==> src/hdl/video_test_pattern_generator_unit_macros.svh <==
// ----------------------------------------------------------------------------
// Assertion macros shared by the pattern generator modules.
// They expect clk_i and rst_ni in the scope where they are used.
// ----------------------------------------------------------------------------
`ifndef VIDEO_TEST_PATTERN_GENERATOR_UNIT_MACROS_SVH
`define VIDEO_TEST_PATTERN_GENERATOR_UNIT_MACROS_SVH

// Consequent must hold in the same cycle as the antecedent
`define VTPG_ASSERT_NOW(lbl, ante, cons, msg) \
  lbl: assert property (@(posedge clk_i) disable iff (!rst_ni) (ante) |-> (cons)) \
    else $error(msg);

// Consequent must hold in the cycle after the antecedent
`define VTPG_ASSERT_NEXT(lbl, ante, cons, msg) \
  lbl: assert property (@(posedge clk_i) disable iff (!rst_ni) (ante) |=> (cons)) \
    else $error(msg);

`endif

==> src/hdl/vtpg_pkg.sv <==
// ----------------------------------------------------------------------------
// vtpg_pkg
// Types, constants and helpers shared by the test pattern generator.
// ----------------------------------------------------------------------------
`timescale 1ns / 1ps

package vtpg_pkg;

  localparam int unsigned ColW     = 10;
  localparam int unsigned RowW     = 10;
  localparam int unsigned RgbW     = 12;
  localparam int unsigned PatW     = 3;
  localparam int unsigned HoldW    = 12;
  localparam int unsigned CfgIdxW  = 1;
  localparam int unsigned CfgDataW = 12;

  // Defaults for the top-level parameters
  localparam int unsigned LineWidthDef = 1024;
  localparam int unsigned TileShiftDef = 5;

  // Pattern codes
  typedef enum logic [PatW-1:0] {
    PAT_BARS    = 3'd0,
    PAT_CHECKER = 3'd1,
    PAT_RED     = 3'd2,
    PAT_GREEN   = 3'd3,
    PAT_BLUE    = 3'd4
  } pattern_e;

  // Configuration register indexes
  localparam logic [CfgIdxW-1:0] CFG_START_PATTERN = 1'd0;
  localparam logic [CfgIdxW-1:0] CFG_HOLD_FRAMES   = 1'd1;

  localparam pattern_e           StartPatternRst = PAT_RED;
  localparam logic [HoldW-1:0]   HoldFramesRst   = 12'd120;

  // RGB444 colors
  localparam logic [RgbW-1:0] RGB_RED     = 12'hF00;
  localparam logic [RgbW-1:0] RGB_GREEN   = 12'h0F0;
  localparam logic [RgbW-1:0] RGB_BLUE    = 12'h00F;
  localparam logic [RgbW-1:0] RGB_YELLOW  = 12'hFF0;
  localparam logic [RgbW-1:0] RGB_CYAN    = 12'h0FF;
  localparam logic [RgbW-1:0] RGB_MAGENTA = 12'hF0F;
  localparam logic [RgbW-1:0] RGB_WHITE   = 12'hFFF;
  localparam logic [RgbW-1:0] RGB_BLACK   = 12'h000;

  // Frame-end event from the pixel pipeline to the pattern control
  typedef struct packed {
    logic accept;  // input transaction taken this cycle
    logic last;    // it carries the end-of-frame mark
  } frame_evt_t;

  // Out-of-range start codes fall back to color bars
  function automatic pattern_e legal_pattern(input logic [PatW-1:0] p);
    pattern_e r;
    r = PAT_BARS;
    if (p <= PatW'(PAT_BLUE)) begin
      r = pattern_e'(p);
    end
    return r;
  endfunction

  // Bar palette, left to right
  function automatic logic [RgbW-1:0] bar_color(input logic [2:0] idx);
    logic [RgbW-1:0] c;
    case (idx)
      3'd0:    c = RGB_RED;
      3'd1:    c = RGB_GREEN;
      3'd2:    c = RGB_BLUE;
      3'd3:    c = RGB_YELLOW;
      3'd4:    c = RGB_CYAN;
      3'd5:    c = RGB_MAGENTA;
      3'd6:    c = RGB_WHITE;
      default: c = RGB_BLACK;
    endcase
    return c;
  endfunction

endpackage

==> src/hdl/video_test_pattern_generator_unit.sv <==
// A one-pixel-per-cycle test pattern source: while not stalled it accepts one
// pixel position per clock and returns its RGB444 color two registers later
// (input register, then result register); stalls back-propagate through those
// two stages. Patterns are color bars, a checkerboard, and solid red, green
// and blue; the pattern advances after hold_frames completed frames. Config:
// index 0 start_pattern (loads the pattern and clears the frame count), index
// 1 hold_frames.
// ----------------------------------------------------------------------------
// video_test_pattern_generator_unit
// Top level: pixel pipeline plus pattern/hold control.
// ----------------------------------------------------------------------------
`timescale 1ns / 1ps

module video_test_pattern_generator_unit
  import vtpg_pkg::*;
#(
  parameter int unsigned LINE_WIDTH = LineWidthDef,
  parameter int unsigned TILE_SHIFT = TileShiftDef
) (
  input  logic                clk_i,
  input  logic                rst_ni,
  input  logic                in_valid_i,
  output logic                in_stall_o,
  input  logic [ColW-1:0]     pixel_col_i,
  input  logic [RowW-1:0]     pixel_row_i,
  input  logic                frame_last_i,
  output logic                out_valid_o,
  input  logic                out_stall_i,
  output logic [RgbW-1:0]     pixel_rgb_o,
  output logic [PatW-1:0]     pattern_shown_o,
  input  logic                cfg_valid_i,
  output logic                cfg_ready_o,
  input  logic [CfgIdxW-1:0]  cfg_index_i,
  input  logic [CfgDataW-1:0] cfg_data_i
);

  pattern_e   pattern;
  frame_evt_t evt;

  vtpg_ctrl u_ctrl (
    .clk_i       (clk_i),
    .rst_ni      (rst_ni),
    .cfg_valid_i (cfg_valid_i),
    .cfg_ready_o (cfg_ready_o),
    .cfg_index_i (cfg_index_i),
    .cfg_data_i  (cfg_data_i),
    .evt_i       (evt),
    .pattern_o   (pattern)
  );

  vtpg_pixel_pipe #(
    .LINE_WIDTH (LINE_WIDTH),
    .TILE_SHIFT (TILE_SHIFT)
  ) u_pipe (
    .clk_i           (clk_i),
    .rst_ni          (rst_ni),
    .in_valid_i      (in_valid_i),
    .in_stall_o      (in_stall_o),
    .pixel_col_i     (pixel_col_i),
    .pixel_row_i     (pixel_row_i),
    .frame_last_i    (frame_last_i),
    .out_valid_o     (out_valid_o),
    .out_stall_i     (out_stall_i),
    .pixel_rgb_o     (pixel_rgb_o),
    .pattern_shown_o (pattern_shown_o),
    .pattern_i       (pattern),
    .evt_o           (evt)
  );

endmodule

==> src/hdl/vtpg_ctrl.sv <==
// ----------------------------------------------------------------------------
// vtpg_ctrl
// Configuration registers, current pattern and frame hold counter.
// ----------------------------------------------------------------------------
`timescale 1ns / 1ps

`include "video_test_pattern_generator_unit_macros.svh"

module vtpg_ctrl
  import vtpg_pkg::*;
(
  input  logic                clk_i,
  input  logic                rst_ni,
  input  logic                cfg_valid_i,
  output logic                cfg_ready_o,
  input  logic [CfgIdxW-1:0]  cfg_index_i,
  input  logic [CfgDataW-1:0] cfg_data_i,
  input  frame_evt_t          evt_i,
  output pattern_e            pattern_o
);

  logic [HoldW-1:0] hold_q, hold_d;
  logic [HoldW-1:0] held_q, held_d;
  pattern_e         pat_q, pat_d;
  logic [HoldW-1:0] held_inc;
  logic             cfg_wr;

  assign cfg_ready_o = 1'b1;
  assign cfg_wr      = cfg_valid_i & cfg_ready_o;
  assign held_inc    = held_q + HoldW'(1);

  // Next state: a config write has priority and suppresses frame-end bookkeeping
  always_comb begin
    hold_d = hold_q;
    held_d = held_q;
    pat_d  = pat_q;
    if (cfg_wr) begin
      case (cfg_index_i)
        CFG_START_PATTERN: begin
          pat_d  = legal_pattern(cfg_data_i[PatW-1:0]);
          held_d = '0;
        end
        CFG_HOLD_FRAMES: begin
          hold_d = cfg_data_i[HoldW-1:0];
        end
        default: ;
      endcase
    end else if (evt_i.accept && evt_i.last) begin
      // a zero hold acts as one: wrap to zero also advances
      if ((held_inc >= hold_q) || (held_inc == '0)) begin
        held_d = '0;
        pat_d  = (pat_q == PAT_BLUE) ? PAT_BARS : pattern_e'(pat_q + PatW'(1));
      end else begin
        held_d = held_inc;
      end
    end
  end

  always_ff @(posedge clk_i or negedge rst_ni) begin
    if (!rst_ni) begin
      hold_q <= HoldFramesRst;
      held_q <= '0;
      pat_q  <= StartPatternRst;
    end else begin
      hold_q <= hold_d;
      held_q <= held_d;
      pat_q  <= pat_d;
    end
  end

  assign pattern_o = pat_q;

  // Checks
  `VTPG_ASSERT_NEXT(a_pat_only_on_event,
    !cfg_wr && !(evt_i.accept && evt_i.last), $stable(pat_q),
    "pattern changed without frame end or config write")
  `VTPG_ASSERT_NEXT(a_held_step, !cfg_wr && evt_i.accept && evt_i.last,
    (held_q == '0) || (held_q == $past(held_inc)),
    "hold counter did not step or clear at frame end")
  `VTPG_ASSERT_NEXT(a_start_clears, cfg_wr && (cfg_index_i == CFG_START_PATTERN),
    held_q == '0, "start pattern write did not clear hold counter")

endmodule

==> src/hdl/vtpg_pixel_pipe.sv <==
// ----------------------------------------------------------------------------
// vtpg_pixel_pipe
// Two-register pixel pipeline: input register, color logic, result register.
// ----------------------------------------------------------------------------
`timescale 1ns / 1ps

`include "video_test_pattern_generator_unit_macros.svh"

module vtpg_pixel_pipe
  import vtpg_pkg::*;
#(
  parameter int unsigned LINE_WIDTH = LineWidthDef,
  parameter int unsigned TILE_SHIFT = TileShiftDef
) (
  input  logic             clk_i,
  input  logic             rst_ni,
  input  logic             in_valid_i,
  output logic             in_stall_o,
  input  logic [ColW-1:0]  pixel_col_i,
  input  logic [RowW-1:0]  pixel_row_i,
  input  logic             frame_last_i,
  output logic             out_valid_o,
  input  logic             out_stall_i,
  output logic [RgbW-1:0]  pixel_rgb_o,
  output logic [PatW-1:0]  pattern_shown_o,
  input  pattern_e         pattern_i,
  output frame_evt_t       evt_o
);

  // col*8 of the widest line fits here
  localparam int unsigned CmpW = 13;

  logic            s1_valid_q;
  logic [ColW-1:0] s1_col_q;
  logic [RowW-1:0] s1_row_q;
  pattern_e        s1_pat_q;

  logic            out_valid_q;
  logic [RgbW-1:0] out_rgb_q, out_rgb_d;
  pattern_e        out_pat_q;

  logic            s2_ready;
  logic            s1_ready;
  logic            in_accept;
  logic [6:0]      bar_hit;
  logic [2:0]      bar_idx;
  logic            tile_odd;

  // Handshake
  assign s2_ready   = !out_valid_q || !out_stall_i;
  assign s1_ready   = !s1_valid_q || s2_ready;
  assign in_stall_o = !s1_ready;
  assign in_accept  = in_valid_i && s1_ready;

  assign evt_o.accept = in_accept;
  assign evt_o.last   = frame_last_i;

  // Input register: pixel position and the pattern in force at acceptance
  always_ff @(posedge clk_i or negedge rst_ni) begin
    if (!rst_ni) begin
      s1_valid_q <= 1'b0;
    end else if (s1_ready) begin
      s1_valid_q <= in_valid_i;
    end
  end

  always_ff @(posedge clk_i) begin
    if (in_accept) begin
      s1_col_q <= pixel_col_i;
      s1_row_q <= pixel_row_i;
      s1_pat_q <= pattern_i;
    end
  end

  // Bar boundaries: col*8/LINE_WIDTH >= k  <=>  col >= ceil(k*LINE_WIDTH/8)
  for (genvar k = 0; k < 7; k++) begin : g_bar
    localparam int unsigned Th = ((k + 1) * LINE_WIDTH + 7) / 8;
    assign bar_hit[k] = CmpW'(s1_col_q) >= CmpW'(Th);
  end

  always_comb begin
    bar_idx = '0;
    for (int k = 0; k < 7; k++) begin
      bar_idx = bar_idx + 3'(bar_hit[k]);
    end
  end

  // Checkerboard: parity of tile column plus tile row
  assign tile_odd = s1_col_q[TILE_SHIFT] ^ s1_row_q[TILE_SHIFT];

  // Color select
  always_comb begin
    case (s1_pat_q)
      PAT_CHECKER: out_rgb_d = tile_odd ? RGB_BLACK : RGB_WHITE;
      PAT_RED:     out_rgb_d = RGB_RED;
      PAT_GREEN:   out_rgb_d = RGB_GREEN;
      PAT_BLUE:    out_rgb_d = RGB_BLUE;
      default:     out_rgb_d = bar_color(bar_idx);
    endcase
  end

  // Result register
  always_ff @(posedge clk_i or negedge rst_ni) begin
    if (!rst_ni) begin
      out_valid_q <= 1'b0;
    end else if (s2_ready) begin
      out_valid_q <= s1_valid_q;
    end
  end

  always_ff @(posedge clk_i) begin
    if (s2_ready && s1_valid_q) begin
      out_rgb_q <= out_rgb_d;
      out_pat_q <= s1_pat_q;
    end
  end

  assign out_valid_o     = out_valid_q;
  assign pixel_rgb_o     = out_rgb_q;
  assign pattern_shown_o = PatW'(out_pat_q);

  // Checks
  `VTPG_ASSERT_NEXT(a_pat_carried, s1_valid_q && s2_ready,
    out_valid_q && (out_pat_q == $past(s1_pat_q)),
    "result pattern does not match the staged pixel")

endmodule

==> config.mk <==
export PLATFORM = sky130hd
export DESIGN_NAME = video_test_pattern_generator_unit
export DESIGN_NICKNAME = d
export VERILOG_FILES = /design/src/hdl/vtpg_pkg.sv /design/src/hdl/video_test_pattern_generator_unit.sv /design/src/hdl/vtpg_ctrl.sv /design/src/hdl/vtpg_pixel_pipe.sv
export VERILOG_INCLUDE_DIRS = /design/src /design/src/hdl
export SDC_FILE = /design/constraint.sdc
export NUM_CORES = 1
export LEC_CHECK = 0
export ABC_AREA = 1
export BUFFER_PORTS_ARGS = -buffer_cell sky130_fd_sc_hd__buf_2
export CAP_MARGIN = 20
export CORE_ASPECT_RATIO = 0.7
export CORE_MARGIN = 2
export CORE_UTILIZATION = 49
export DETAILED_ROUTE_END_ITERATION = 12
export GPL_TIMING_DRIVEN = 0
export PLACE_DENSITY = 0.77
export SLEW_MARGIN = 15
export SYNTH_ARGS = -nofsm -noshare
export SYNTH_HDL_FRONTEND = slang
export SYNTH_SLANG_ARGS = --single-unit
export TNS_END_PERCENT = 10
==> constraint.sdc <==
create_clock -name clk_i -period 3.5 [get_ports clk_i]
set_input_delay 0.175 -clock clk_i [delete_from_list [all_inputs] [get_ports clk_i]]
set_output_delay 0.175 -clock clk_i [all_outputs]
set_load 0.1 [all_outputs]
Word level (Yosys, flattened, before mapping)

Cells that the tools add are included.

Add/sub/neg operators: 8
Magnitude comparators: 9
Eq/ne operators: 12
Mux-type cells: 13
Bitwise logic cells: 1
Reductions and logical operators: 17

Operators by type and width:

| kind                                                                    | number |
|---|---|
| 12-bit one-hot mux with 7 select lines                                  | 1 |
| 12-bit 2-to-1 mux                                                       | 5 |
| 12-bit one-hot mux with 4 select lines                                  | 1 |
| 10-bit >= comparator (second input constant)                            | 4 |
| 10-bit by 9-bit >= comparator with 1-bit output (second input constant) | 2 |
| 3-bit 2-to-1 mux                                                        | 6 |
| 3-bit by 1-bit adder with 3-bit output                                  | 5 |
| 3-bit == test (second input constant)                                   | 5 |
| 12-bit by 1-bit adder with 12-bit output (second input constant)        | 1 |
| 3-bit by 2-bit == test with 1-bit output (second input constant)        | 4 |
| 12-bit >= comparator                                                    | 1 |
| 12-bit logical NOT                                                      | 1 |
| 10-bit by 8-bit >= comparator with 1-bit output (second input constant) | 1 |
| 3-bit by 1-bit == test with 1-bit output (second input constant)        | 2 |
| 1-bit logical NOT                                                       | 4 |
| 2-bit AND reduction                                                     | 2 |
| 2-bit nonzero test                                                      | 2 |
| 3-bit by 1-bit adder with 3-bit output (second input constant)          | 1 |
| 3-bit <= comparator (second input constant)                             | 1 |
| 1-bit logical AND                                                       | 3 |
| 3-bit logical NOT                                                       | 1 |
| 1-bit logical OR                                                        | 3 |
| 3-bit AND reduction                                                     | 1 |
| 1-bit by 1-bit adder with 2-bit output                                  | 1 |
| 2 further kinds                                                         | 2 |

Register bits after elaboration: 63
Bits of input ports: 39
Output and inout port bits: 18
Logic and storage cells: 70

Depth between registers and ports, before layout

Gate-level depths: netlist of run 1.

Word-level depth: 10
Depth in mapped cells: 17
Mapped depth without buffers: 17

Modules after synthesis

A second synthesis of run 1 with hierarchy kept.

Cells, all modules: 346
Area total of the unflattened synthesis: 2718.9 sq um

By module, submodules not included:

| module          | instances | cells each | area an instance (sq um) | sequential area each (sq um) |
|---|---|---|---|---|
| vtpg_ctrl       | 1         | 257        | 1846.8                   | 681.9 |
| vtpg_pixel_pipe | 1         | 89         | 872.1                    | 470.5 |

Least setup slack after synthesis of run 1

No wires, ideal clock.

Path kind: register to register
Start point: register u_pipe.out_valid_q, in the netlist u_pipe.out_valid_o
End point: register u_ctrl.held_q[4]
Setup time: 0.125 ns
Arrival: 3.331 ns
Data required time: 3.375 ns
Slack: 0.045 ns
Stages on the path, launching flop included: 11
Path buffers: 1
Period minus slack after synthesis: 3.455 ns
Cell sequence: dfrtp_1 -> nand2_1 -> nor2_1 -> inv_1 -> nand2_1 -> inv_1 -> nand3_1 -> nand2_1 -> buf_2 -> nand2_1 -> o22ai_1

Word-level cells in the longest chain between the ends: 7

RTL lines:

| item                                 | line                   | RTL |
|---|---|---|
| start, declared                      | vtpg_pixel_pipe.sv:38  | `logic out_valid_q;` |
| start signal, assigned               | vtpg_pixel_pipe.sv:107 | `out_valid_q <= s1_valid_q;` |
| 1-bit logical NOT                    | vtpg_pixel_pipe.sv:50  | `assign s2_ready = !out_valid_q \|\| !out_stall_i;` |
| 1-bit logical OR                     | vtpg_pixel_pipe.sv:50  |  |
| 1-bit logical OR                     | vtpg_pixel_pipe.sv:51  | `assign s1_ready = !s1_valid_q \|\| s2_ready;` |
| 1-bit logical AND                    | vtpg_pixel_pipe.sv:53  | `assign in_accept = in_valid_i && s1_ready;` |
| via u_pipe.in_accept                 | vtpg_pixel_pipe.sv:44  | `logic in_accept;` |
| 1-bit logical AND                    | vtpg_ctrl.sv:48        | `end else if (evt_i.accept && evt_i.last) begin` |
| 2-bit nonzero test (no source line)  | -                      |  |
| 2-bit AND reduction (no source line) | -                      |  |
| end signal, assigned                 | vtpg_ctrl.sv:66        | `held_q <= held_d;` |
| end, declared                        | vtpg_ctrl.sv:23        | `logic [HoldW-1:0] held_q, held_d;` |

The timed path passes the listed nets, and every way through them passes these cells.
A chain may end at the register's enable or synchronous reset.

Worst setup path after layout of run 1

Start point: register u_pipe.s1_col_q[8]
End point: register u_pipe.out_rgb_q[7], in the netlist u_pipe.pixel_rgb_o[7] (data pin)

Word-level cells in the longest chain between the ends: 10
Elaborated cells on any way between the ends: 22
Classes of those cells: add/sub: 6; order compare: 7; eq/ne: 6; mux: 2; reduce/logical: 1

RTL lines:

| item                                                                                                               | line                   | RTL |
|---|---|---|
| start, declared                                                                                                    | vtpg_pixel_pipe.sv:34  | `logic [ColW-1:0] s1_col_q;` |
| start signal, assigned                                                                                             | vtpg_pixel_pipe.sv:69  | `s1_col_q <= pixel_col_i;` |
| 10-bit by 8-bit >= comparator with 1-bit output or 10-bit by 9-bit >= comparator with 1-bit output (tied branches) | vtpg_pixel_pipe.sv:78  | `assign bar_hit[k] = CmpW'(s1_col_q) >= CmpW'(Th);` |
| 1-bit by 1-bit adder with 2-bit output                                                                             | vtpg_pixel_pipe.sv:84  | `bar_idx = bar_idx + 3'(bar_hit[k]);` |
| 3-bit by 1-bit adder with 3-bit output (4 in series)                                                               | vtpg_pixel_pipe.sv:84  |  |
| 3-bit by 1-bit adder with 3-bit output *                                                                           | vtpg_pixel_pipe.sv:84  |  |
| 3-bit == test, or another cell as far along                                                                        | vtpg_pkg.sv:66         | `case (idx)` |
| 12-bit one-hot mux with 7 select lines *                                                                           | vtpg_pkg.sv:66         |  |
| 12-bit one-hot mux with 4 select lines *                                                                           | vtpg_pixel_pipe.sv:93  | `case (s1_pat_q)` |
| end signal, assigned                                                                                               | vtpg_pixel_pipe.sv:113 | `out_rgb_q <= out_rgb_d;` |
| end, declared                                                                                                      | vtpg_pixel_pipe.sv:39  | `logic [RgbW-1:0] out_rgb_q, out_rgb_d;` |

Mark *: on every way between the ends. The rest lies on a longest branch, timed or not.

==> summary.md, run 1 <==
| Metric | Value |
|---|---|
| Critical path cell sequence | `nor2_2 -> nand2_1 -> ha_1 -> inv_1 -> fa_1 -> inv_1 -> fa_1 -> ha_2 -> fa_2 -> xor2_2 -> xor2_2 -> a221o_1` |
| Area of the mapped netlist | `roughly 0.0026 mm2` |
| R2R Setup Slk | `-6 ps` |
| Startpoint types | `flip-flop` |
| Crit path buf inv count | `2` |
| Critical Path RT | `between 3000 and 4000 ps` |
| Clk sinks | `43` |
| Nets | `between 400 and 500` |
| Post-route insts no fill | `443` |
| Slowest cell delay on critical path | `roughly 520 ps` |
| Register area share after synthesis | `43.8%` |
| Diode count | `0` |
| Yosys warnings | `0` |
| Critical path endpoint category | `flip-flop` |
| Crit path time final | `around 3500 ps` |
| Max Fanout on Critical Path | `2` |
| Async S/R FF share, synth | `about two thirds` |
| Clock Skews | `between 10 and 15 ps` |
| Finished Cell Area | `0.00308 mm2` |
| Number of synthesized flops with an enable pin | `14` |
| Slew Limit Fails | `0` |
| DRT antenna net count | `0` |
| Vias in the first global route | `2081` |
| Arr. time, crit path | `3560 ps` |
| Prevailing post-synth register cell | `dfrtp_1` |
| Core ar. | `0.00520 mm2` |
| First-pass GRT wire length | `9.18 mm` |
| Clk root buf | `clkbuf_8` |
| Cells after synthesis | `between 300 and 400` |
| Maximum vdd drop | `a little over 400 uV` |
| Worst Path Class, Setup | `flip-flop to flip-flop` |
| # IOs | `57` |
| Die Width | `91.5 um` |
| Leakage | `approximately 1.6 nW` |
| Post-route worst setup slack | `-5.85 ps` |
| Largest net degree at the start of global routing | `30` |
| GRT overflow | `0` |
| Site row count | `22` |
| Commonest non-fill, non-tap cell in the layout | `nand2_1` |
| CTS max path bufs | `2` |
| CP max-delay cell | `fa_1` |
| Syn avg cell area | `8.24 um2` |
| Total CTS buffers | `5` |
| Clk slew on worst S/H paths | `90 ps` |
| Initial DRT Pass Iterations | `4` |
| IO Port Bufs | `40` |
| Slew HR | `between 50% and 60%` |
| Status | `finished, violations left` |
| Max_cap viols | `0` |
| Netlist cell types | `32` |
| Die footprint | `0.00598 mm2` |
| Max Freq | `roughly 0.29 GHz` |
| H-tree levels | `2` |
| Setup TNS | `-5.85 ps` |
| WL final | `5.34 mm` |
| Worst Max-Slew Pin Slew | `664 ps` |
| Via count | `between 2000 and 2500` |
| GRT Total Usage | `19.6%` |
| Initial antenna violation count | `0` |
| Final Hold Fails | `0` |
| Initial drt markers | `195` |
| Fraction of layout instances using a drive strength above 1 | `21.8%` |
| Pwr Total | `1.81 mW` |
| RSZ-0062 raised after global routing | `yes` |
| Synth Register Bits | `between 40 and 50` |
| DP Area | `a little under 0.003 mm2` |
| Die height | `around 65 um` |
| CP top delay family | `adder cells` |
| Dpl cells | `431` |
| Area Growth Syn to Fin | `17.0%` |
| Pwr Density | `589 mW/mm2` |
| Vias per Instance | `between 4 and 5` |
| # setup viols final | `1` |
| Drc violations | `0` |
| Failing checks | `negative setup slack` |
| Commonest cells after routing, fill and taps aside | `80 x nand2_1, 51 x inv_1, 41 x buf_2` |
| Part of the cycle the worst path needs | `100%` |
| Hold Crit Class | `input port to flip-flop` |
| DP HPWL | `between 3 and 4 mm` |
| Initial core utilization | `around 51%` |
| Syn_nets | `roughly 380` |
| GP Congestion | `~0.87` |
| Drt wl/cell | `about 12 um` |
| TritonCTS clock tree | `done` |
| Dpl ws | `-91.6 ps` |
| Clock latency on the worst-skew pair | `300 ps` |
-- power by group --
group	switching, mW	leakage [nW]	internal (mW)
clock	0.170	0.0506	0.185
combinational	0.592	1.02	0.210
sequential	0.0502	0.493	0.606
total	0.812	1.56	1.00
-- cells in the mapped netlist (all sizes together) (2+ instances only) --
cell    instances  share of area (%)
nor3            4               0.76
dfrtp          24                 23
edfxtp         14                 16
ha             18                8.6
o21ai          13                2.5
nand3          16                3.4
clkbuf          4               0.71
buf            12                3.6
dfstp           5                5.0
nand2          84                 12
nor2           28                4.6
xnor2           2               0.67
nand4           5                1.2
o22ai           9                2.1
inv            51                7.3
fa              3                2.3
xor2            3                1.0
a21oi          17                3.2
-- what timing repair did --
item	4_1_cts	5_1_grt
hold buffers	1	0
endpoints found under the hold margin	24	0
pin swaps	2	1
resized for setup	3	2
endpoints found under the setup margin	2	2
setup buffers	2	1
-- cell type report --
class,count,area (um2)
Inverter,51,191
Sequential cell,43,1150
Tap cell,72,90.1
Timing Repair Buffer,44,233
Buffer,16,114
Fill cell,444,2130
Multi-Input combinational cell,209,1190
Clock buffer,8,101
-- registers in the layout (all words and copies together), names as in the netlist --
signal	count
u_pipe.s1_valid_q	1
u_pipe.pattern_shown_o	3
u_pipe.s1_row_q	1
u_ctrl.pattern_o	3
u_ctrl.hold_q	12
u_pipe.s1_pat_q	3
u_ctrl.held_q	12
u_pipe.out_valid_o	1
u_pipe.pixel_rgb_o	3
u_pipe.s1_col_q	4
-- path summary, 6_finish.rpt --
path                                                    to  depth (start not counted)                           from
setup / recovery           u_pipe.pixel_rgb_o[7]$_DFFE_PP_                         12   u_pipe.s1_col_q[8]$_DFFE_PP_
hold / removal                u_pipe.s1_col_q[8]$_DFFE_PP_                          1                 pixel_col_i[8]
setup reg to reg           u_pipe.pixel_rgb_o[7]$_DFFE_PP_                         12   u_pipe.s1_col_q[8]$_DFFE_PP_
hold reg to reg             u_pipe.out_valid_o$_DFFE_PN0P_                          2  u_pipe.s1_valid_q$_DFFE_PN0N_
max in group asynchronous     u_ctrl.hold_q[1]$_DFFE_PN0P_                          2                         rst_ni
min in group asynchronous     u_ctrl.held_q[9]$_DFFE_PN0P_                          2                         rst_ni
-- kinds of logic (layout without fill, tap and decap cells) --
kind of cell,Yosys count,in the layout,share of synthesized area (%)
AND/OR/NAND/NOR,141,141,23.3
buffers and inverters,67,119,11.6
flip-flops,43,43,43.8
AO/OA/AOI/OAI,41,41,8.57
adder cells (fa/ha/maj),21,21,10.9
XOR/XNOR,5,5,1.67
other,1,1,0.143
-- routing by layer --
metal	GRT usage (%)	part of all wire (%)	vias up
li1	-	-	1115
met1	26.4	49	1001
met2	32.1	45	56
met3	3.21	5.1	6
met4	7.39	1.0	0
met5	0	0	-
-- per-stage QoR --
| stage | hold WS, ps | util [%] |
|---|---|---|
| finish | 47.1 | 59.1 |
| global placement | 240 | 56.1 |
| floorplan | -121 | - |
| global route | 44.4 | 59.1 |
| detailed placement | 241 | 56.1 |
| CTS | 46.9 | 58.8 |
(Power assumes the default switching activity.)
==> inputs of run 2 (changes only) <==
--- a/config.mk
+++ b/config.mk
@@ -9,7 +9,6 @@
 export ABC_AREA = 1
 export BUFFER_PORTS_ARGS = -buffer_cell sky130_fd_sc_hd__buf_2
 export CAP_MARGIN = 20
-export CORE_ASPECT_RATIO = 0.7
 export CORE_MARGIN = 2
 export CORE_UTILIZATION = 49
 export DETAILED_ROUTE_END_ITERATION = 12
==> run 2 against run 1 <==
Net effect: the flow now finishes without violations; clock skew shrank 4.7 ps; design area up 1.2%; setup slack better by 110 ps; sequential share of layout area decreased by 0.44 points; combinational power shrank 1%; maximum frequency rose by 3.2%; critical endpoint unchanged.
==> summary.md, run 2 (synthesis gave the netlist of run 1 again) <==
| Metric | Value |
|---|---|
| Leakage | `1.58 nW (+1.1%)` |
| R2R cell count | `12 (unchanged)` |
| Critical Path Source | `u_pipe.s1_col_q[8]$_DFFE_PP_` |
| Core ar. | `0.00514 mm2 (-1.2%)` |
| Max Freq | `0.294 GHz (+3.2%)` |
| Die footprint | `0.00597 mm2 (-0.16%)` |
| GP Congestion | `0.799 (-7.7%)` |
| Internal | `1.10 mW (+10%)` |
| Psw | `818 uW (+0.69%)` |
| Slew Limit Fails | `0 (unchanged)` |
| Slew HR | `56.1% (+0.31 points)` |
| Diode count | `0 (unchanged)` |
| Comb pwr share | `41.2% (-3.0 points)` |
| Commonest cells after routing, fill and taps aside | `80 x nand2_1, 49 x inv_1, 41 x buf_2` |
| H-tree levels | `2 (unchanged)` |
| Setup TNS | `0 ps (+5.85 ps)` |
| Initial DRT Pass Iterations | `4 (unchanged)` |
| Worst Max-Slew Pin Slew | `659 ps (-4.64 ps)` |
| Vias in the first global route | `2089 (+0.38%)` |
| DRT antenna net count | `0 (unchanged)` |
| Final Hold Fails | `0 (unchanged)` |
| Commonest non-fill, non-tap cell in the layout | `nand2_1` |
| Seq pwr share | `34.1% (-2.1 points)` |
| R2r endpoint | `u_pipe.pixel_rgb_o[7]$_DFFE_PP_` |
| Clock Skews | `7.79 ps (-4.67 ps)` |
| Hold Crit Class | `input port to flip-flop` |
| Clk sinks | `43 (unchanged)` |
| Switching Share | `42.5% (-2.3 points)` |
| RSZ-0062 raised after global routing | `yes` |
| TritonCTS clock tree | `done` |
| Drc violations | `0 (unchanged)` |
| Initial core utilization | `51.1% (+0.62 points)` |
| Clk slew on worst S/H paths | `90 ps (about the same)` |
| Critical path cell sequence | `nor2_2 -> nand2_1 -> ha_1 -> inv_2 -> fa_1 -> inv_2 -> fa_1 -> ha_2 -> fa_2 -> xor2_2 -> xor2_2 -> a221o_1` |
| Die height | `77.2 um (+18%)` |
| Hold Path Cell Cnt | `1 (unchanged)` |
| Slowest cell delay on critical path | `510 ps (about the same)` |
| Worst Hold End | `u_pipe.s1_row_q[5]$_DFFE_PP_` |
| R2r startpoint | `u_pipe.s1_col_q[8]$_DFFE_PP_` |
| WL final | `4.98 mm (-6.7%)` |
| Max Fanout on Critical Path | `2 (unchanged)` |
| Vias per Instance | `4.90 (-0.33%)` |
| CP max-delay cell | `fa_1` |
| Total CTS buffers | `5 (unchanged)` |
| Crit path buf inv count | `2 (unchanged)` |
| Status | `completed` |
| Hold Crit Start | `pixel_row_i[5]` |
| Post-route insts no fill | `441 (-0.45%)` |
| IO Port Bufs | `40 (unchanged)` |
| Critical path endpoint category | `flip-flop` |
| Dpl cells | `429 (-0.46%)` |
| GRT overflow | `0 (unchanged)` |
| Via count | `2161 (-0.78%)` |
| Clk root buf | `clkbuf_8` |
| # setup viols final | `0 (-1)` |
| Die Width | `77.2 um (-16%)` |
| DP Area | `0.00292 mm2 (about the same)` |
| First-pass GRT wire length | `8.71 mm (-5.1%)` |
| # IOs | `57 (unchanged)` |
| R2R Setup Slk | `100 ps (+110 ps)` |
| Arr. time, crit path | `3460 ps (-100 ps)` |
| Worst Path Class, Setup | `flip-flop to flip-flop` |
| Part of the cycle the worst path needs | `97.0% (-3.2 points)` |
| Crit. path cell count | `12 (unchanged)` |
| Largest net degree at the start of global routing | `30 (unchanged)` |
| Site row count | `26 (+18%)` |
| Max_cap viols | `0 (unchanged)` |
| Crit path time final | `3400 ps (-110 ps)` |
| Drt wl/cell | `11.3 um (-6.2%)` |
| Critical Path RT | `3560 ps (about the same)` |
| Fraction of layout instances using a drive strength above 1 | `22.9% (+1.1 points)` |
| Area Growth Syn to Fin | `18.4%` |
| CTS max path bufs | `2 (unchanged)` |
| Initial drt markers | `107 (-45%)` |
| Maximum vdd drop | `495 uV (+22%)` |
| Fin util | `60.5% (+1.4 points)` |
| Nets | `430 (unchanged)` |
| Clock power frac | `24.7% (+5.1 points)` |
| Startpoint types | `flip-flop` |
| Pwr Density | `618 mW/mm2 (+4.8%)` |
| Initial antenna violation count | `0 (unchanged)` |
| Clock latency on the worst-skew pair | `300 ps (about the same)` |
| CP top delay family | `adder cells` |
| Top Registers | `u_ctrl.held_q (12), u_ctrl.hold_q (12), u_pipe.s1_col_q (4)` |
| Finished Cell Area | `0.00311 mm2 (+1.2%)` |
| DP HPWL | `3.68 mm (-4.0%)` |
| GRT Total Usage | `17.9% (-1.7 points)` |
-- run 2: routing by layer --
metal / track usage (%) / vias up / wire (um) / share of wire [%]
met5: 0 / - / 0 / 0
met4: 6.07 / 0 / 57 / 1.1
met3: 3.53 / 7 / 247 / 5.0
met2: 30.3 / 66 / 2390 / 48
met1: 22.9 / 978 / 2290 / 46
li1: - / 1110 / - / -
-- run 2: timing repair --
action,in CTS,in global routing
resized for setup,1,6
hold endpoints to repair,24,0
setup buffers,2,1
setup endpoints to repair,2,2
hold buffers,1,0
pin swaps,2,7
-- run 2: worst register-to-register path, stage by stage (launching register included) --
cell and delay, ps:
edfxtp_1 420, nor2_2 130, nand2_1 60, ha_1 280, inv_2 40, fa_1 510, inv_2 40, fa_1 450
ha_2 190, fa_2 410, xor2_2 170, xor2_2 160, a221o_1 290
-- run 2: worst max path at each step --
| stage | end |
|---|---|
| floorplan | u_ctrl.held_q[4]$_DFFE_PN0P_ |
| global placement | u_pipe.pixel_rgb_o[7]$_DFFE_PP_ |
| detailed placement | u_pipe.pixel_rgb_o[10]$_DFFE_PP_ |
| CTS | u_pipe.pixel_rgb_o[7]$_DFFE_PP_ |
| global route | u_pipe.pixel_rgb_o[7]$_DFFE_PP_ |
| finish | u_pipe.pixel_rgb_o[7]$_DFFE_PP_ |
-- run 2: power groups by stage --
stage	Combinational (mW)	Sequential [mW]	Clock, mW
final	0.793	0.655	0.475
after global routing	0.849	0.666	0.502
after CTS	0.783	0.654	0.479
after detailed placement	0.773	0.664	0
after global placement	0.757	0.660	0
after floorplan	0.535	0.780	0
-- run 2: cell type report --
class	instances	area, um2
Fill cell	472	2030
Timing Repair Buffer	44	233
Clock inverter	3	71.3
Tap cell	70	87.6
Multi-Input combinational cell	209	1190
Inverter	51	191
Sequential cell	43	1150
Clock buffer	5	68.8
Buffer	16	114
-- run 2: metrics by stage --
step / total power [mW] / setup WS, ps / hold WS, ps
detailed placement: 1.44 / -53.3 / 253
global route: 2.02 / -54.0 / 35.9
CTS: 1.92 / 46.3 / 38.7
global placement: 1.42 / 15.0 / 241
finish: 1.92 / 104 / 42.0
floorplan: 1.31 / 44.7 / -121
==> inputs of run 3 (changes only) <==
==> constraint.sdc (replaced) <==
create_clock -name clk_i -period 2.75 [get_ports clk_i]
set_input_delay 0.1375 -clock clk_i [delete_from_list [all_inputs] [get_ports clk_i]]
set_output_delay 0.1375 -clock clk_i [all_outputs]
set_load 0.1 [all_outputs]
==> run 3 against run 2 <==
Net effect: the flow now finishes with violations (negative setup slack); sequential share of layout area up 0.71 points; flip-flop and latch count unchanged; clock power down 16%; largest cell class unchanged; register-to-register slack worse by 770 ps; first-iteration DRC count up 18%; via count down 1.1%; critical path depth unchanged; routed wire length down 0.46%; maximum frequency down 0.55%; highest routed layer unchanged; global-route usage up 0.26 points; clock skew down 1.4 ps.
==> summary.md, run 3 (synthesis gave the netlist of run 1 again) <==
| Metric | Value |
|---|---|
| Fin util | `59.4% (-1.1 points)` |
| Met3 wire len | `266 um (+7.7%)` |
| Crit path buf inv count | `2 (unchanged)` |
| Initial core utilization | `51.1% (unchanged)` |
| Pwr Density | `731 mW/mm2 (+18%)` |
| Max_cap viols | `0 (unchanged)` |
| Metal2 WL | `2.36 mm (-1.2%)` |
| CTS max path bufs | `2 (unchanged)` |
| IO Port Bufs | `40 (unchanged)` |
| Arr. time, crit path | `3470 ps (about the same)` |
| Clock latency on the worst-skew pair | `300 ps (about the same)` |
| Max Freq | `0.293 GHz (-0.55%)` |
| Commonest non-fill, non-tap cell in the layout | `nand2_1` |
| Largest net degree at the start of global routing | `30 (unchanged)` |
| Drt wl/cell | `11.3 um (-0.24%)` |
| Site row count | `26 (unchanged)` |
| Clk root buf | `clkbuf_8` |
| Part of the cycle the worst path needs | `124% (+27 points)` |
| H-tree levels | `2 (unchanged)` |
| Area Growth Syn to Fin | `16.1%` |
| Clock Skews | `6.34 ps (-1.45 ps)` |
| Crit path time final | `3410 ps (+18.6 ps)` |
| Status | `finished, violations left` |
| Vias in the first global route | `2032 (-2.7%)` |
| Dpl ws | `-780 ps (-727 ps)` |
| Fraction of layout instances using a drive strength above 1 | `22.7% (-0.21 points)` |
| Worst Max-Slew Pin Slew | `636 ps (-22.9 ps)` |
| Startpoint types | `flip-flop` |
| Post-route worst setup slack | `-664 ps (-769 ps)` |
| CP top delay family | `adder cells` |
| Nets | `429 (-0.23%)` |
| Total CTS buffers | `5 (unchanged)` |
| Worst Path Class, Setup | `flip-flop to flip-flop` |
| Critical path cell sequence | `nor2_2 -> nand2_1 -> ha_1 -> inv_2 -> fa_1 -> inv_2 -> fa_1 -> ha_2 -> fa_2 -> xor2_2 -> xor2_1 -> a221o_1` |
| Critical Path RT | `2800 ps (-760 ps)` |
| Leakage | `1.55 nW (-1.9%)` |
| # setup viols final | `3 (+3)` |
| Clk slew on worst S/H paths | `80 ps (about the same)` |
| Die height | `77.2 um (unchanged)` |
| CP max-delay cell | `fa_1` |
| Core ar. | `0.00514 mm2 (unchanged)` |
| TritonCTS clock tree | `done` |
| Critical path endpoint category | `flip-flop` |
| Die Width | `77.2 um (unchanged)` |
| Slew Limit Fails | `0 (unchanged)` |
| Initial drt markers | `126 (+18%)` |
| Diode count | `0 (unchanged)` |
| GRT overflow | `0 (unchanged)` |
| Setup TNS | `-1740 ps (-1740 ps)` |
| WL final | `4.96 mm (-0.46%)` |
| Slowest cell delay on critical path | `550 ps (+40 ps)` |
| Initial DRT Pass Iterations | `5 (+1)` |
| Hold Crit Class | `input port to flip-flop` |
| First-pass GRT wire length | `8.85 mm (+1.6%)` |
| Drc violations | `0 (unchanged)` |
| Slew HR | `57.6% (+1.5 points)` |
| Die footprint | `0.00597 mm2 (unchanged)` |
| Initial antenna violation count | `0 (unchanged)` |
| DRT antenna net count | `0 (unchanged)` |
| Failing checks | `negative setup slack` |
| GP Congestion | `0.816 (+2.1%)` |
| Final Hold Fails | `0 (unchanged)` |
| GRT Total Usage | `18.1% (+0.26 points)` |
| Via count | `2138 (-1.1%)` |
| WL met1 | `2.26 mm (-0.96%)` |
| Top sig layer | `met4` |
| Maximum vdd drop | `775 uV (+57%)` |
| # fillers | `490 (+3.8%)` |
| Max Fanout on Critical Path | `2 (unchanged)` |
| Vias per Instance | `4.86 (-0.84%)` |
| Top Registers | `u_ctrl.held_q (12), u_ctrl.hold_q (12), u_pipe.s1_col_q (4)` |
| RSZ-0062 raised after global routing | `yes` |
| Clk sinks | `43 (unchanged)` |
| # IOs | `57 (unchanged)` |
| Commonest cells after routing, fill and taps aside | `80 x nand2_1, 49 x inv_1, 41 x buf_2` |
| DP HPWL | `3.85 mm (+4.6%)` |
[run 3: cell count changes in the layout (fill, tap and decap cells not counted)]
| cell | change |
|---|---|
| clkinv_1 | +1 |
| xor2_1 | +1 |
| inv_8 | -1 |
| buf_4 | -1 |
| xor2_2 | -1 |
| bufinv_16 | -2 |
| nor2_2 | +1 |
| nor2_1 | -2 |
| nor2_4 | +1 |
| clkinv_2 | +1 |
| inv_6 | +1 |
[run 3: worst reg2reg max path, cell delays in order (launching register included)]
cell and delay, ps:
edfxtp_1 420, nor2_2 140, nand2_1 60, ha_1 280, inv_2 40, fa_1 550, inv_2 40, fa_1 460
ha_2 200, fa_2 360, xor2_2 160, xor2_1 160, a221o_1 300
[run 3: per-layer routing]
layer	vias to the layer above	global-route usage, %
met5	-	0
met3	7	2.82
met2	68	31.0
met4	0	5.71
met1	950	23.6
li1	1113	-
[run 3: final timing paths]
path                       slack, ps                              end  cells past startpoint                          from
min in group asynchronous        390     u_ctrl.held_q[7]$_DFFE_PN0P_                      2                        rst_ni
max in group asynchronous       1950  u_ctrl.pattern_o[2]$_DFFE_PN0P_                      2                        rst_ni
setup / recovery                -660  u_pipe.pixel_rgb_o[7]$_DFFE_PP_                     12  u_pipe.s1_col_q[8]$_DFFE_PP_
hold / removal                    10     u_pipe.s1_col_q[5]$_DFFE_PP_                      1                pixel_col_i[5]
setup reg to reg                -660  u_pipe.pixel_rgb_o[7]$_DFFE_PP_                     12  u_pipe.s1_col_q[8]$_DFFE_PP_
hold reg to reg                  490     u_ctrl.hold_q[6]$_DFFE_PN1P_                      2  u_ctrl.hold_q[6]$_DFFE_PN1P_
[run 3: power by group]
group	total (mW)	internal, mW	switching, mW	leakage (nW)
combinational	0.998	0.261	0.736	1.01
sequential	0.833	0.771	0.0617	0.493
clock	0.401	0.177	0.223	0.0460
[run 3: repair_timing]
action | 4_1_cts | 5_1_grt
hold endpoints to repair | 24 | 0
hold buffers | 1 | 0
buffers inserted | 2 | 0
setup endpoints to repair | 3 | 5
gates resized for setup | 1 | 4
pin swaps | 1 | 2
[run 3: through the flow]
stage	power [mW]	hold slack, ps	std cells	area, um2
floorplan	1.68	-158	319	2640
global placement	1.81	201	429	2930
detailed placement	1.84	203	429	2930
CTS	2.24	6.22	440	3040
global route	2.36	1.17	440	3050
finish	2.23	10.7	440	3050
[run 3: cell type report]
| cell class | count | area [um2] | area share [%] |
|---|---|---|---|
| buffer | 16 | 114 | 3.73 |
| timing repair buffer | 43 | 225 | 7.38 |
| clock inverter | 3 | 17.5 | 0.574 |
| multi-input combinational | 209 | 1200 | 39.2 |
| tap | 70 | 87.6 | 2.87 |
| sequential | 43 | 1150 | 37.7 |
| inverter | 51 | 191 | 6.27 |
| clock buffer | 5 | 68.8 | 2.25 |
